**src/rtl/mtg_cell.sv**
```systemverilog
// mtg_cell: one 32-bit state word of the shift ring
// depends on nothing; instantiated once per state word by mt19937_generator
`default_nettype none

module mtg_cell (
    input  wire logic        clk,
    input  wire logic        shift,
    input  wire logic [31:0] word_in,
    output logic      [31:0] word
);

    logic [31:0] word_reg;

    always_ff @(posedge clk)
    begin
        if (shift)
        begin
            word_reg <= word_in;
        end
    end

    assign word = word_reg;

endmodule

`default_nettype wire

```
**config.mk**
```make
export PLATFORM = sky130hd
export DESIGN_NAME = mtg_cell
export DESIGN_NICKNAME = d
export VERILOG_FILES = /design/src/rtl/mtg_cell.sv
export SDC_FILE = /design/constraint.sdc
export NUM_CORES = 1
export LEC_CHECK = 0
export BUFFER_PORTS_ARGS = -buffer_cell sky130_fd_sc_hd__clkbuf_2
export CORE_MARGIN = 8
export CORE_UTILIZATION = 39
export CTS_CLUSTER_SIZE = 20
export DETAILED_ROUTE_END_ITERATION = 10
export PLACE_DENSITY_LB_ADDON = 0.2
export SLEW_MARGIN = 5
export SYNTH_ARGS = -nofsm -noshare
export SYNTH_HDL_FRONTEND = slang
export SYNTH_SLANG_ARGS = --single-unit
```
**constraint.sdc**
```tcl
create_clock -name clk -period 0.8 [get_ports clk]
set_input_delay 0.08 -clock clk [delete_from_list [all_inputs] [get_ports clk]]
set_output_delay 0.08 -clock clk [all_outputs]
set_load 0.01 [all_outputs]
```
Word level (Yosys, flattened, before mapping)
Cells that the tools add are included.
{"block": "classes", "add_sub_neg": 0, "mul": 0, "div": 0, "magnitude_cmp": 0, "eq_ne": 0, "n_shift": 0, "mux": 0, "bitwise": 0, "reduce_logical": 0}
{"block": "totals", "regBits": 32, "latchBits": 0, "ramBits": 0, "rom_bits": 0, "in_bits": 34, "elab_cells": 1, "memories": 0}

Logic depth before layout (Yosys ltp)
Gate-level depths: netlist of run 1.
{"block": "depth", "ltp_word": 0, "depth_mapped": 0, "ltp_nobuf": 0}

Worst setup path before layout of run 1
OpenSTA, ideal clock, no wires.
{"block": "synth_path", "path_type": "register to output", "from": "register word_reg[0], in the netlist word[0]", "to": "output port word[0]", "arrival_ns": 0.394, "required_ns": 0.720, "path_slack_ns": 0.326, "stages_incl_launch_ff": 1, "n_path_buf": 0, "path_cell_list": "edfxtp_1"}
{"element": "start: declaration", "line_no": "12", "text": "logic [31:0] word_reg;"}
{"element": "start signal: assignment", "line_no": "18", "text": "word_reg <= word_in;"}
{"element": "end: declaration", "line_no": "9", "text": "output logic [31:0] word"}
No word-level cell between the ends.

Worst setup path in the final report of run 1
{"block": "layout_path", "from": "register word_reg[5], in the netlist word[5]", "to": "output port word[5]"}
No word-level cell between the ends.

==> impl_metrics.env, run 1 <==
export IMPL_end_kind="output pin"
export IMPL_syn_nets=66
export IMPL_worst_setup_path_type="reg -> out"
export IMPL_clockBufferDepth=2
export IMPL_floorplan_initialDensity_pct=39.88
export IMPL_fin_setup_tns_ns=-3.427
export IMPL_n_antenna_cell=0
export IMPL_critical_path_cell_chain="clkbuf_2"
export IMPL_hold_viol=0
export IMPL_antenna_found_initial=0
export IMPL_synth_ff_type="edfxtp_1"
export IMPL_fp_dieW_um=65.64
export IMPL_synth_common_cells="edfxtp_1"
export IMPL_syn_to_final_growth_pct=80.60
export IMPL_grt_max_degree=18
export IMPL_fin_ws_ns=-0.1391
export IMPL_fmax_mhz=1065
export IMPL_drc=0
export IMPL_grt_usage_pct=12.34
export IMPL_synth_top_area_share_pct=100.0
export IMPL_avgSynthCellArea_um2=30.03
export IMPL_grt_pass1_vias=828
export IMPL_worstHoldPathType="in -> reg"
export IMPL_syn_inst=32
export IMPL_ir_drop_v=0.001480
export IMPL_synth_async_sr_flop_share_pct=0
export IMPL_min_period_over_period_pct=117.4
export IMPL_final_core_util_pct=72.01
export IMPL_clk_pin_slew_ns=0.09
export IMPL_slew_headroom_pct=91.85
export IMPL_die_h_um=65.64
export IMPL_cts_tree="yes"
export IMPL_critPathMaxStageDelay_ns=0.39
export IMPL_via_count=710
export IMPL_finalPower_mw=3.301
export IMPL_grt_pass1_wl_um=3939
export IMPL_p_per_area_nw_per_um2=1902
export IMPL_setup_viol=32
export IMPL_die_area_um2=4308
export IMPL_crit_required_ns=0.72
export IMPL_yosys_warnings=0
export IMPL_clock_sinks=32
export IMPL_grt_ovfl_total=0
export IMPL_violations="setup timing"
export IMPL_wirelength_um=2477
export IMPL_htree_levels=2
export IMPL_multi_input_cells=0
export IMPL_maxSlewViolCount=0
export IMPL_synth_edf_count=32
export IMPL_synth_area_um2=960.9
export IMPL_dp_slack_ns=0.1012
export IMPL_slowest_stage="edfxtp_1"
export IMPL_cts_setup_buffers=0
export IMPL_path_max_fanout=1
export IMPL_yosysMostFrequentCell="edfxtp_1"
export IMPL_leakage_nw=0.7678
export IMPL_wl_per_cell_um=14.66
export IMPL_drt_vias_per_instance=4.201
export IMPL_rsz0062_at_grt="yes"
export IMPL_coreArea_um2=2410
export IMPL_whs_ns=0.1921
export IMPL_multi_input_area_um2=0
export IMPL_max_cap_violations=0
export IMPL_drive_gt1_share_pct=53.24
export IMPL_fin_nets=172
export IMPL_ys_ff_latch=32
export IMPL_ys_types=1
export IMPL_seq_area_frac_synth_pct=100.0
export IMPL_row_count=18
export IMPL_max_slew_worst_pin_slew_ns=0.1228
export IMPL_critPathBufInv=1
export IMPL_synth_largest_area_cell="edfxtp_1"
export IMPL_cp_arrival_ns=0.86
export IMPL_drtAntennaViolNets=0
export IMPL_cts_made_buffers=5
export IMPL_largest_register_ffs=32
export IMPL_num_io_pins=66
export IMPL_min_period_ns=0.9391
export IMPL_drt_first_iter_violations=10
export IMPL_port_buffers=65
export IMPL_ys_top_cells_by_area="edfxtp_1"
export IMPL_run_status="complete, but fails checks"
export IMPL_path_delay_family="flip-flops"
export IMPL_gp_congestion=0.7023
export IMPL_cts_root_buf="clkbuf_4"
export IMPL_critPathLaunchType="flip-flop"
export IMPL_first_pass_iters=4
==> placed cells by master (no fill, tap or decap) <==
master,instances
buf_12,2
clkbuf_4,5
dlygate4sd3_1,32
clkinv_2,2
edfxtp_1,32
buf_2,1
clkbuf_2,64
clkinv_1,1
==> report_power, final <==
group          switching, mW  internal (mW)
Combinational          0.196          0.257
Sequential            0.0335           1.99
Clock                  0.504          0.322
Total                  0.733           2.57
==> cells by family after synthesis <==
| kind of cell | share of synthesized area, % |
|---|---|
| flip-flops | 100.0 |
==> layer usage <==
layer  vias up  share of wire (%)  global-route usage (%)
met2        53                 43                   18.15
met5         -                  0                       0
met3         7                 16                   10.03
met4         0                2.3                   5.722
li1        341                  -                       -
met1       309                 38                   12.34
==> final cells by class <==
class,count,area (um^2)
Clock buffer,5,37.54
Clock inverter,3,13.76
Fill cell,155,674.4
Sequential cell,32,960.9
Tap cell,30,37.54
Timing Repair Buffer,99,685.7
==> stage by stage <==
step	cell area, um^2	cells
detailed placement	1364	129
finish	1735	169
global route	1735	169
global placement	1364	129
floorplan	960.9	32
CTS	1735	169
==> repair_timing <==
item / in CTS / in global routing
setup endpoints to repair: 32 / 32
hold endpoints to repair: 32 / 0
hold buffers: 32 / 0
resized for setup: 0 / 1
==> path summary, 6_finish.rpt <==
| check | depth (start not counted) | to | from |
|---|---|---|---|
| max | 1 | word[5] | word[5]$_DFFE_PP_ |
| min | 2 | word[5]$_DFFE_PP_ | shift |
(Power assumes the default switching activity.)
==> run 2: changes to the inputs <==
MAX_ROUTING_LAYER = met4   (was unset)
==> run 2 against run 1 <==
The flow still finishes with violations (setup timing). Count of clock-buffer cells in the layout unchanged. Die area unchanged. Sequential cell count is the same. Non-clock buffer count unchanged. First-iteration DRC count decreased by 10%. Cell count is the same. Combinational power barely moved. Critical path depth unchanged. Worst setup slack worse by 0.0020 ns. Total power rose by 0.12%. Core utilization is the same. Sequential power about the same. Critical endpoint unchanged. Highest routed layer unchanged.
==> impl_metrics.env, run 2 (synthesis results as in run 1) <==
export IMPL_run_status="complete, but fails checks"
export IMPL_violations="setup timing"
export IMPL_stdcell_area_um2=1735
export IMPL_hold_viol=0
export IMPL_cts_tree="yes"
export IMPL_coreArea_um2=2410
export IMPL_syn_to_final_growth_pct=80.60
export IMPL_maxSlewViolCount=0
export IMPL_grt_usage_pct=12.81
export IMPL_final_core_util_pct=72.01
export IMPL_leakage_nw=0.7678
export IMPL_wirelength_um=2494
export IMPL_drc=0
export IMPL_cp_arrival_ns=0.86
export IMPL_critPathMaxStageDelay_ns=0.39
export IMPL_fin_ws_ns=-0.1411
export IMPL_stdcell_count=169
export IMPL_antenna_found_initial=0
export IMPL_whs_ns=0.1886
export IMPL_cts_made_buffers=5
export IMPL_critPathBufInv=1
export IMPL_grt_max_degree=18
export IMPL_fin_nets=172
export IMPL_slew_headroom_pct=91.85
export IMPL_min_period_ns=0.9411
export IMPL_n_antenna_cell=0
export IMPL_floorplan_initialDensity_pct=39.88
export IMPL_htree_levels=2
export IMPL_grt_pass1_vias=829
export IMPL_cts_root_buf="clkbuf_4"
export IMPL_die_area_um2=4308
export IMPL_row_count=18
export IMPL_rsz0062_at_grt="yes"
export IMPL_clk_pin_slew_ns=0.09
export IMPL_critical_path_cell_chain="clkbuf_2"
export IMPL_first_pass_iters=4
export IMPL_slowest_stage="edfxtp_1"
export IMPL_max_slew_worst_pin_slew_ns=0.1228
export IMPL_final_common_cell="clkbuf_2"
export IMPL_clock_sinks=32
export IMPL_fmax_mhz=1063
export IMPL_wl_per_cell_um=14.76
export IMPL_crit_required_ns=0.72
export IMPL_multi_input_cells=0
export IMPL_num_io_pins=66
export IMPL_fillers=155
export IMPL_drt_vias_per_instance=4.189
export IMPL_p_per_area_nw_per_um2=1904
export IMPL_fin_setup_tns_ns=-3.572
export IMPL_grt_ovfl_total=0
export IMPL_gp_congestion=0.7100
export IMPL_critPathLaunchType="flip-flop"
export IMPL_end_kind="output pin"
export IMPL_drt_first_iter_violations=9
export IMPL_ir_drop_v=0.001469
export IMPL_drive_gt1_share_pct=53.24
export IMPL_worst_setup_path_type="reg -> out"
export IMPL_setup_viol=32
export IMPL_largest_register_ffs=32
export IMPL_final_cell_mix="clkbuf_2, dlygate4sd3_1, edfxtp_1"
export IMPL_grt_pass1_wl_um=3919
export IMPL_via_count=708
export IMPL_path_delay_family="flip-flops"
export IMPL_final_seq_area_um2=960.9
export IMPL_port_buffers=65
export IMPL_max_cap_violations=0
export IMPL_clockBufferDepth=2
export IMPL_multi_input_area_um2=0
export IMPL_drtAntennaViolNets=0
export IMPL_fp_dieW_um=65.64
export IMPL_placed_area_um2=1364
export IMPL_worstHoldPathType="in -> reg"
export IMPL_min_period_over_period_pct=117.6
export IMPL_dp_cells=129
export IMPL_path_max_fanout=1
export IMPL_die_h_um=65.64
-- run 2: cell counts in the layout (fill, tap and decap cells not counted) --
Identical to the previous run, type by type.
-- run 2: layout make-up --
type,instances,share of cell area (%)
sequential,32,55.37
timing repair buffer,99,39.51
clock buffer,5,2.163
tap,30,2.163
clock inverter,3,0.7931
-- run 2: metrics by stage --
step / worst slack [ns] / power, mW
final: -0.1411 / 3.305
after global routing: -0.2142 / 3.465
after CTS: -0.1578 / 3.353
after detailed placement: 0.1012 / 2.397
after global placement: 0.1153 / 2.392
after floorplan: 0.3262 / 2.137
-- run 2: path summary, 6_finish.rpt --
check | from | endpoint | slack, ns | cells past startpoint
min | shift | word[5]$_DFFE_PP_ | 0.19 | 2
max | word[5]$_DFFE_PP_ | word[5] | -0.14 | 1
-- run 2: metal layers --
metal	vias up	wire length, um	track usage [%]
met1	309	998	13.18
met5	-	0	-
met3	5	378	10.20
li1	341	-	-
met4	0	46	4.087
met2	53	1071	18.15
-- run 2: report_power, final --
group,switching (mW),total (mW),internal (mW)
clock network,0.508,0.829,0.321
registers,0.0335,2.02,1.99
logic,0.196,0.453,0.257
-- run 2: timing repair --
| item | in CTS | in global routing |
|---|---|---|
| hold buffers | 32 | 0 |
| resized for setup | 0 | 1 |
| setup endpoints to repair | 32 | 32 |
| setup buffers | 0 | 0 |
| gates cloned | 0 | 0 |
| endpoints found under the hold margin | 32 | 0 |
