<file path="src/rtl/mtg_pkg.sv">
// mtg_pkg: shared constants, control types and word functions of the mt19937 generator
// depends on nothing; imported by mtg_feed, mt19937_generator and tb
`default_nettype none

package mtg_pkg;

    localparam int STATE_WORDS_DEF = 624;
    localparam int MT_SHIFT_M      = 397;

    localparam logic [31:0] MT_INIT_MULT = 32'h6c078965;
    localparam logic [31:0] MT_UPPER     = 32'h80000000;
    localparam logic [31:0] MT_LOWER     = 32'h7fffffff;
    localparam logic [31:0] MT_MATRIX    = 32'h9908b0df;
    localparam logic [31:0] MT_TMASK_B   = 32'h9d2c5680;
    localparam logic [31:0] MT_TMASK_C   = 32'hefc60000;
    localparam logic [31:0] SEED_RESET   = 32'd5489;

    localparam int TEMPER_U = 11;
    localparam int TEMPER_S = 7;
    localparam int TEMPER_T = 15;
    localparam int TEMPER_L = 18;

    localparam int UNDO_U_STEPS = 32 / TEMPER_U + 1;
    localparam int UNDO_S_STEPS = 32 / TEMPER_S + 1;
    localparam int UNDO_T_STEPS = 32 / TEMPER_T + 1;
    localparam int UNDO_L_STEPS = 32 / TEMPER_L + 1;

    localparam logic [1:0] KIND_RESEED = 2'd0;
    localparam logic [1:0] KIND_DRAW   = 2'd1;
    localparam logic [1:0] KIND_LOAD   = 2'd2;

    typedef enum logic [1:0] {
        FEED_ROTATE,
        FEED_TWIST,
        FEED_INIT,
        FEED_LOAD
    } feed_mode_t;

    typedef struct packed {
        feed_mode_t mode;
        logic       first;
    } feed_ctrl_t;

    function automatic logic [31:0] twist_word(input logic [31:0] cur,
                                               input logic [31:0] nxt,
                                               input logic [31:0] far);
        logic [31:0] y;
        logic [31:0] w;
        y = (cur & MT_UPPER) | (nxt & MT_LOWER);
        w = far ^ (y >> 1);
        if (y[0])
        begin
            w = w ^ MT_MATRIX;
        end
        return w;
    endfunction

    function automatic logic [31:0] temper(input logic [31:0] x);
        logic [31:0] t;
        t = x ^ (x >> TEMPER_U);
        t = t ^ ((t << TEMPER_S) & MT_TMASK_B);
        t = t ^ ((t << TEMPER_T) & MT_TMASK_C);
        t = t ^ (t >> TEMPER_L);
        return t;
    endfunction

    // undoes the last two tempering steps
    function automatic logic [31:0] untemper_front(input logic [31:0] x);
        logic [31:0] a;
        logic [31:0] b;
        a = x;
        for (int k = 0; k < UNDO_L_STEPS; k++)
        begin
            a = x ^ (a >> TEMPER_L);
        end
        b = a;
        for (int k = 0; k < UNDO_T_STEPS; k++)
        begin
            b = a ^ ((b << TEMPER_T) & MT_TMASK_C);
        end
        return b;
    endfunction

    // undoes the first two tempering steps
    function automatic logic [31:0] untemper_back(input logic [31:0] x);
        logic [31:0] a;
        logic [31:0] b;
        a = x;
        for (int k = 0; k < UNDO_S_STEPS; k++)
        begin
            a = x ^ ((a << TEMPER_S) & MT_TMASK_B);
        end
        b = a;
        for (int k = 0; k < UNDO_U_STEPS; k++)
        begin
            b = a ^ (b >> TEMPER_U);
        end
        return b;
    endfunction

endpackage

`default_nettype wire

</file>
<file path="src/rtl/mtg_feed.sv">
// mtg_feed: word fed into the tail of the ring (rotate, twist, seed recurrence, load)
// depends on mtg_pkg; instantiated by mt19937_generator
`default_nettype none

module mtg_feed #(
    parameter int IDX_W = 10
) (
    input  wire mtg_pkg::feed_ctrl_t ctrl,
    input  wire logic [IDX_W-1:0]    init_index,
    input  wire logic [31:0]         head_word,
    input  wire logic [31:0]         second_word,
    input  wire logic [31:0]         far_word,
    input  wire logic [31:0]         last_word,
    input  wire logic [31:0]         seed_word,
    input  wire logic [31:0]         load_word,
    output logic      [31:0]         tail_word,
    output logic      [31:0]         tempered
);

    import mtg_pkg::*;

    logic [31:0] twisted;
    logic [31:0] mixed;
    logic [31:0] product;
    logic [31:0] init_word;

    assign twisted   = twist_word(head_word, second_word, far_word);
    assign mixed     = last_word ^ (last_word >> 30);
    assign product   = MT_INIT_MULT * mixed;
    assign init_word = ctrl.first ? seed_word : product + 32'(init_index);
    assign tempered  = temper(twisted);

    always_comb
    begin
        case (ctrl.mode)
            FEED_TWIST: tail_word = twisted;
            FEED_INIT:  tail_word = init_word;
            FEED_LOAD:  tail_word = load_word;
            default:    tail_word = head_word;
        endcase
    end

endmodule

`default_nettype wire

</file>
<file path="config.mk">
export PLATFORM = sky130hd
export DESIGN_NAME = mtg_feed
export DESIGN_NICKNAME = d
export VERILOG_FILES = /design/src/rtl/mtg_pkg.sv /design/src/rtl/mtg_feed.sv
export SDC_FILE = /design/constraint.sdc
export NUM_CORES = 1
export LEC_CHECK = 0
export BUFFER_PORTS_ARGS = -buffer_cell sky130_fd_sc_hd__buf_2
export CAP_MARGIN = 20
export CORE_ASPECT_RATIO = 2
export CORE_MARGIN = 3
export CORE_UTILIZATION = 45
export DETAILED_ROUTE_END_ITERATION = 7
export PLACE_DENSITY = 0.78
export SYNTH_ARGS = -nofsm -noshare
export SYNTH_HDL_FRONTEND = slang
export SYNTH_SLANG_ARGS = --single-unit
</file>
<file path="constraint.sdc">
create_clock -name vclk -period 10.3
set_input_delay 1.03 -clock vclk [all_inputs]
set_output_delay 1.03 -clock vclk [all_outputs]
set_load 0.02 [all_outputs]
</file>
Word-level counts from Yosys, hierarchy flattened
Index checks and enable logic that the tools add are counted.

word-level totals
  flip-flop bits (word level) = 0
  bits of input ports = 205
  output and inout port bits = 64

cells by class
  add/sub/neg operators = 1
  $mul = 1
  eq/ne operators = 3
  mux-type cells = 3
  bitwise logic cells = 8

operator list
  cell                      number
  $pmux W32 S3              1
  $mux W32                  2
  $xor A32 B32 Y32          2
  $add A32 B10 Y32          1
  $mul A31 B32 Y32 const A  1
  $or A32 B31 Y32           1
  $xor A32 B14 Y32          1
  $xor A32 B2 Y32           1
  $xor A32 B21 Y32          1
  $xor A32 B31 Y32          1
  $not A15 Y15              1
  $eq A2 B2 Y1 const B      2
  $eq A2 B1 Y1 const B      1

Depth between registers and ports, before layout
Gate-level depths: netlist (run 1).

  word-level depth = 8
  depth in mapped cells = 25
  mapped depth without buffers = 25

Worst setup path before layout (run 1)
No wires, ideal clock.

  path type = in2out
  start point = input last_word[1]
  end point = output tail_word[31]
  arrival = 7.157 ns
  path slack = 2.113 ns
  stages = 25
  cell sequence = xor2_1 > xor2_1 > ha_1 > or2_2 > ha_1 > inv_1 > fa_1 > inv_1 > ha_1 > fa_1 > fa_1 > fa_1 > inv_1 > fa_1 > inv_1 > ha_1 > a21oi_1 > nand2_1 > a31oi_1 > o21ai_0 > a2111oi_4 > o31ai_1 > a21oi_1 > xnor2_1 > o221ai_1

on the way
  word-level cells in the longest chain between the ends = 5

ends and longest elaborated chain
  item              RTL line        text
  from (decl)       mtg_feed.sv:13  input wire logic [31:0] last_word,
  $xor A32 B2 Y32   mtg_feed.sv:28  assign mixed = last_word ^ (last_word >> 30);
  $mul A31 B32 Y32  mtg_feed.sv:29  assign product = MT_INIT_MULT * mixed;
  $add A32 B10 Y32  mtg_feed.sv:30  assign init_word = ctrl.first ? seed_word : product + 32'(init_index);
  $mux W32          mtg_feed.sv:30
  $pmux W32 S3      mtg_feed.sv:35  case (ctrl.mode)
  to (decl)         mtg_feed.sv:16  output logic [31:0] tail_word,

No other way between the ends.

Final worst setup path (run 1)
  start point = input last_word[30]
  end point = output tail_word[31]

Same word-level chain as after synthesis.

==> qor.yml, run 1 <==
fin_crit_sh_pct: 87.1
avgSynthCellArea_um2: 9.41
critPathMaxFanout: 6
ys_seq_area_share_pct: 0
routed_via_density: 5.35
dp_hpwl_um: 28700
place_congestion: 0.917
cts_setup_buffers: 0
grt_antenna_before_repair: 2
worstHoldPathType: "in2out"
path_common_cell: "fa_1"
area_growth_pct: 15.7
setup_viol: 0
remaining_drc_errors: 0
final_antenna_net_count: 0
required_ps: 9270
cp_slowest_cell: "xor2_1"
slew_headroom_pct: 40.9
synth_top_area_share_pct: 29.2
synthesis.instances: 1113
die_w_um: 114
grt_pass1_wl_um: 49700
whs_path_depth: 4
tns_ps: 0
initial_core_util_pct: 45.9
regArea_um2: 0
layout-drive-gt1-share_pct: 22.6
rows: 78
syn_area_um2: 10500
final_nets: 1960
seq_cells: 0
dr.pass1.iters: 4
wl_per_cell_um: 19.4
synth_area_leaders: "fa_1 (29%), ha_1 (28%), xnor2_1 (9.9%)"
drt_iter0_drc: 415
rsz0062_at_grt: "no"
critical_path.startpoint_type: "input port"
drt-total-wl_um: 32000
syn-num-nets: 1707
yosysTopAreaCell: "fa_1"
ys_types: 57
num_vias: 8812
ctsResizeCount: 0
fp.dieArea_um2: 25300
ctsHoldBuffers: 0
core_area_um2: 22800
grt_pass1_vias: 9842
timing.max_cap.violations: 0
min_period_ps: 8980
die_y_um: 222
crit_arrival_ps: 7950
drv_slew: 0
boundaryPins: 269
grtUsageTotal_pct: 25.2
path_depth: 27
worstSetupPathType: "in2out"
worstSetupEndpointType: "primary output"
synth_most_common_cell: "inv_1"
grt_max_degree: 55
numPortBuffers: 268
grt-ovfl-total: 0
status: "finished, final reports clean"
slowest_delay_ps: 610
yosys-top-cells-count: "inv_1 (268), ha_1 (236), fa_1 (153)"
fmax_ghz: 0.111
worst_slew_pin_slew_ps: 884
hold_violations: 0
crit_family: "adder cells"
yosysWarnings: 0
clkbuf_count: 0
critPathBufInv: 6
[metrics by stage]
stage                     utilization [%]  worst slack (ps)  instance area, um2  std cells  hold slack, ps
after global routing                 53.1              1050               12100       1646            2430
after global placement               53.1              1440               12100       1644            2410
final                                53.1              1320               12100       1646            2400
after floorplan                         -              2110               10500       1113            2240
after detailed placement             53.1              1280               12100       1644            2400
after CTS                            53.1              1320               12100       1644            2400
[routing by layer]
layer,vias to the layer above,wire (um),track usage [%]
met2,363,17700,50.0
met1,4215,10200,24.3
met5,-,0,0
met4,0,2460,14.4
met3,135,1670,2.29
li1,4099,-,-
[layout by cell type, fill, tap and decap left out, drive strengths merged, types with 2 or more instances in the layout]
cell type    n
a221oi       7
nand3        2
mux4        15
mux2i        8
nor2b        4
o21a         3
xnor2      118
buf        274
fa         153
nor3         4
a2111oi      2
a22oi        4
and2         3
nor3b        2
a211oi       7
mux2         3
nand4        4
o21ai       25
diode        2
a21boi       2
o22ai        7
o221ai       2
a31oi        3
a21o         8
o21bai       2
nand2       37
or2          4
a21oi       44
nor2        29
xor2        50
and3         3
a211o        3
o211ai       7
ha         236
nand2b       5
o31ai        4
inv        268
[layout make-up]
| type | count | area, um2 |
|---|---|---|
| Fill cell | 2027 | 10700 |
| Multi-Input combinational cell | 822 | 9370 |
| Timing Repair Buffer | 274 | 1390 |
| Inverter | 268 | 1010 |
| Tap cell | 280 | 350 |
| Antenna cell | 2 | 5.00 |
[path summary, 6_finish.rpt]
kind,from,end,slack [ps]
setup / recovery,last_word[30],tail_word[31],1320
hold / removal,head_word[25],tail_word[25],2400
[logic make-up (layout without fill, tap and decap cells)]
kind of cell | count (synthesis) | after routing | synth area share [%]
mux | 26 | 26 | 4.31
fa+ha+maj | 389 | 389 | 57.4
buf+inv | 291 | 542 | 10.5
other cells | 0 | 2 | 0
xor+xnor | 168 | 168 | 14.0
compound gates | 138 | 138 | 9.21
simple gates | 101 | 101 | 4.48
Power of run 1 is not shown: default switching activity piles up to over one toggle a cycle in this logic, so the estimate is an artifact.
==> run 2, diff against run 1 <==
CORE_UTILIZATION = 35   (was 45)
PLACE_DENSITY = 0.65   (was 0.78)
==> qor.yml, run 2 (synthesis results as in run 1) <==
ctsResizeCount: 0  # unchanged
critPathMaxFanout: 6  # unchanged
diodes: 0  # -2
cts_setup_buffers: 0  # unchanged
num_vias: 8654  # -1.8%
worstSetupEndpointType: "primary output"
drt-total-wl_um: 32700  # +2.3%
grt_pass1_wl_um: 50100  # +0.86%
dp_hpwl_um: 29600  # +3.2%
fmax_ghz: 0.114  # +2.3%
rows: 89  # +14%
crit_arrival_ps: 7750  # -200 ps
crit_start: "last_word[30]"
dr.pass1.iters: 5  # +1
final_nets: 1961  # +0.051%
hold_start: "head_word[25]"
slowest_delay_ps: 500  # -110 ps
min_period_ps: 8780  # -199 ps
grtUsageTotal_pct: 20.0  # -5.3 points
cp_slowest_cell: "fa_1"
worstHoldPathType: "in2out"
worst_slew_pin_slew_ps: 994  # +109 ps
cp-endpoint: "tail_word[29]"
numPortBuffers: 268  # unchanged
slew_headroom_pct: 33.5  # -7.3 points
drt_iter0_drc: 206  # -50%
layout-drive-gt1-share_pct: 22.6  # +0.057 points
grt-ovfl-total: 0  # unchanged
grt_pass1_vias: 9556  # -2.9%
worstSetupPathType: "in2out"
seq_cells: 0  # unchanged
die_y_um: 251  # +13%
tns_ps: 0  # unchanged
area_growth_pct: 16.7
wl_per_cell_um: 18.9  # -2.6%
grt_antenna_before_repair: 0  # -2
required_ps: 9270  # about the same
setup_viol: 0  # unchanged
fill_cells: 2936  # +45%
remaining_drc_errors: 0  # unchanged
critical_path.startpoint_type: "input port"
hold_violations: 0  # unchanged
status: "finished, final reports clean"
initial_core_util_pct: 35.5  # -10 points
boundaryPins: 269  # unchanged
regArea_um2: 0  # unchanged
grt_max_degree: 55  # unchanged
ctsHoldBuffers: 0  # unchanged
place_congestion: 0.976  # +6.5%
routed_via_density: 5.01  # -6.5%
path_common_cell: "fa_1"
rsz0062_at_grt: "no"
final_cell_mix: "inv_1 (268), buf_2 (268), ha_1 (236)"
fin_crit_sh_pct: 85.2  # -1.9 points
die_w_um: 128  # +13%
core_area_um2: 29500  # +29%
clkbuf_count: 0  # unchanged
final_antenna_net_count: 0  # unchanged
timing.max_cap.violations: 0  # unchanged
drv_slew: 0  # unchanged
fp.dieArea_um2: 32200  # +27%
## run 2: how the worst min path moves through the flow
| stage | to | slack [ps] | cells after the start |
|---|---|---|---|
| floorplan | tail_word[25] | 2240 | 2 |
| global placement | tail_word[25] | 2410 | 4 |
| detailed placement | tail_word[25] | 2400 | 4 |
| CTS | tail_word[25] | 2400 | 4 |
| global route | tail_word[25] | 2430 | 4 |
| finish | tail_word[25] | 2400 | 4 |
## run 2: critical path, delay by kind of cell
kind,cells,cell delay [ps]
xor gates and xnor gates,3,450
adders and majority gates,9,3490
buffers and inverters,8,880
AOI/OAI and AO/OA,7,1540
and+or+nand+nor,2,360
## run 2: final cells by class
cell class	instances	area, um2	share of cell area [%]
well taps	364	455	3.72
multi-input cells	822	9370	76.6
repair buffers	275	1390	11.4
inverters	268	1010	8.23
## run 2: per-layer routing
| metal | share of wire [%] | routed length [um] | track usage [%] |
|---|---|---|---|
| met4 | 5.3 | 1730 | 8.08 |
| met2 | 58 | 19000 | 41.7 |
| met3 | 4.7 | 1530 | 1.52 |
| met1 | 32 | 10400 | 19.0 |
| met5 | 0 | 0 | 0 |
## run 2: metrics by stage
step | setup slack, ps | cell area, um2 | util (%) | std cells | hold slack, ps
2_1_floorplan | 2110 | 10500 | - | 1113 | 2240
3_3_place_gp | 1570 | 12200 | 41.4 | 1729 | 2410
3_5_place_dp | 1500 | 12200 | 41.4 | 1729 | 2400
4_1_cts | 1510 | 12200 | 41.4 | 1729 | 2400
5_1_grt | 1190 | 12200 | 41.4 | 1729 | 2430
6_report | 1520 | 12200 | 41.4 | 1729 | 2400
Power of run 2 is left out for the same reason.
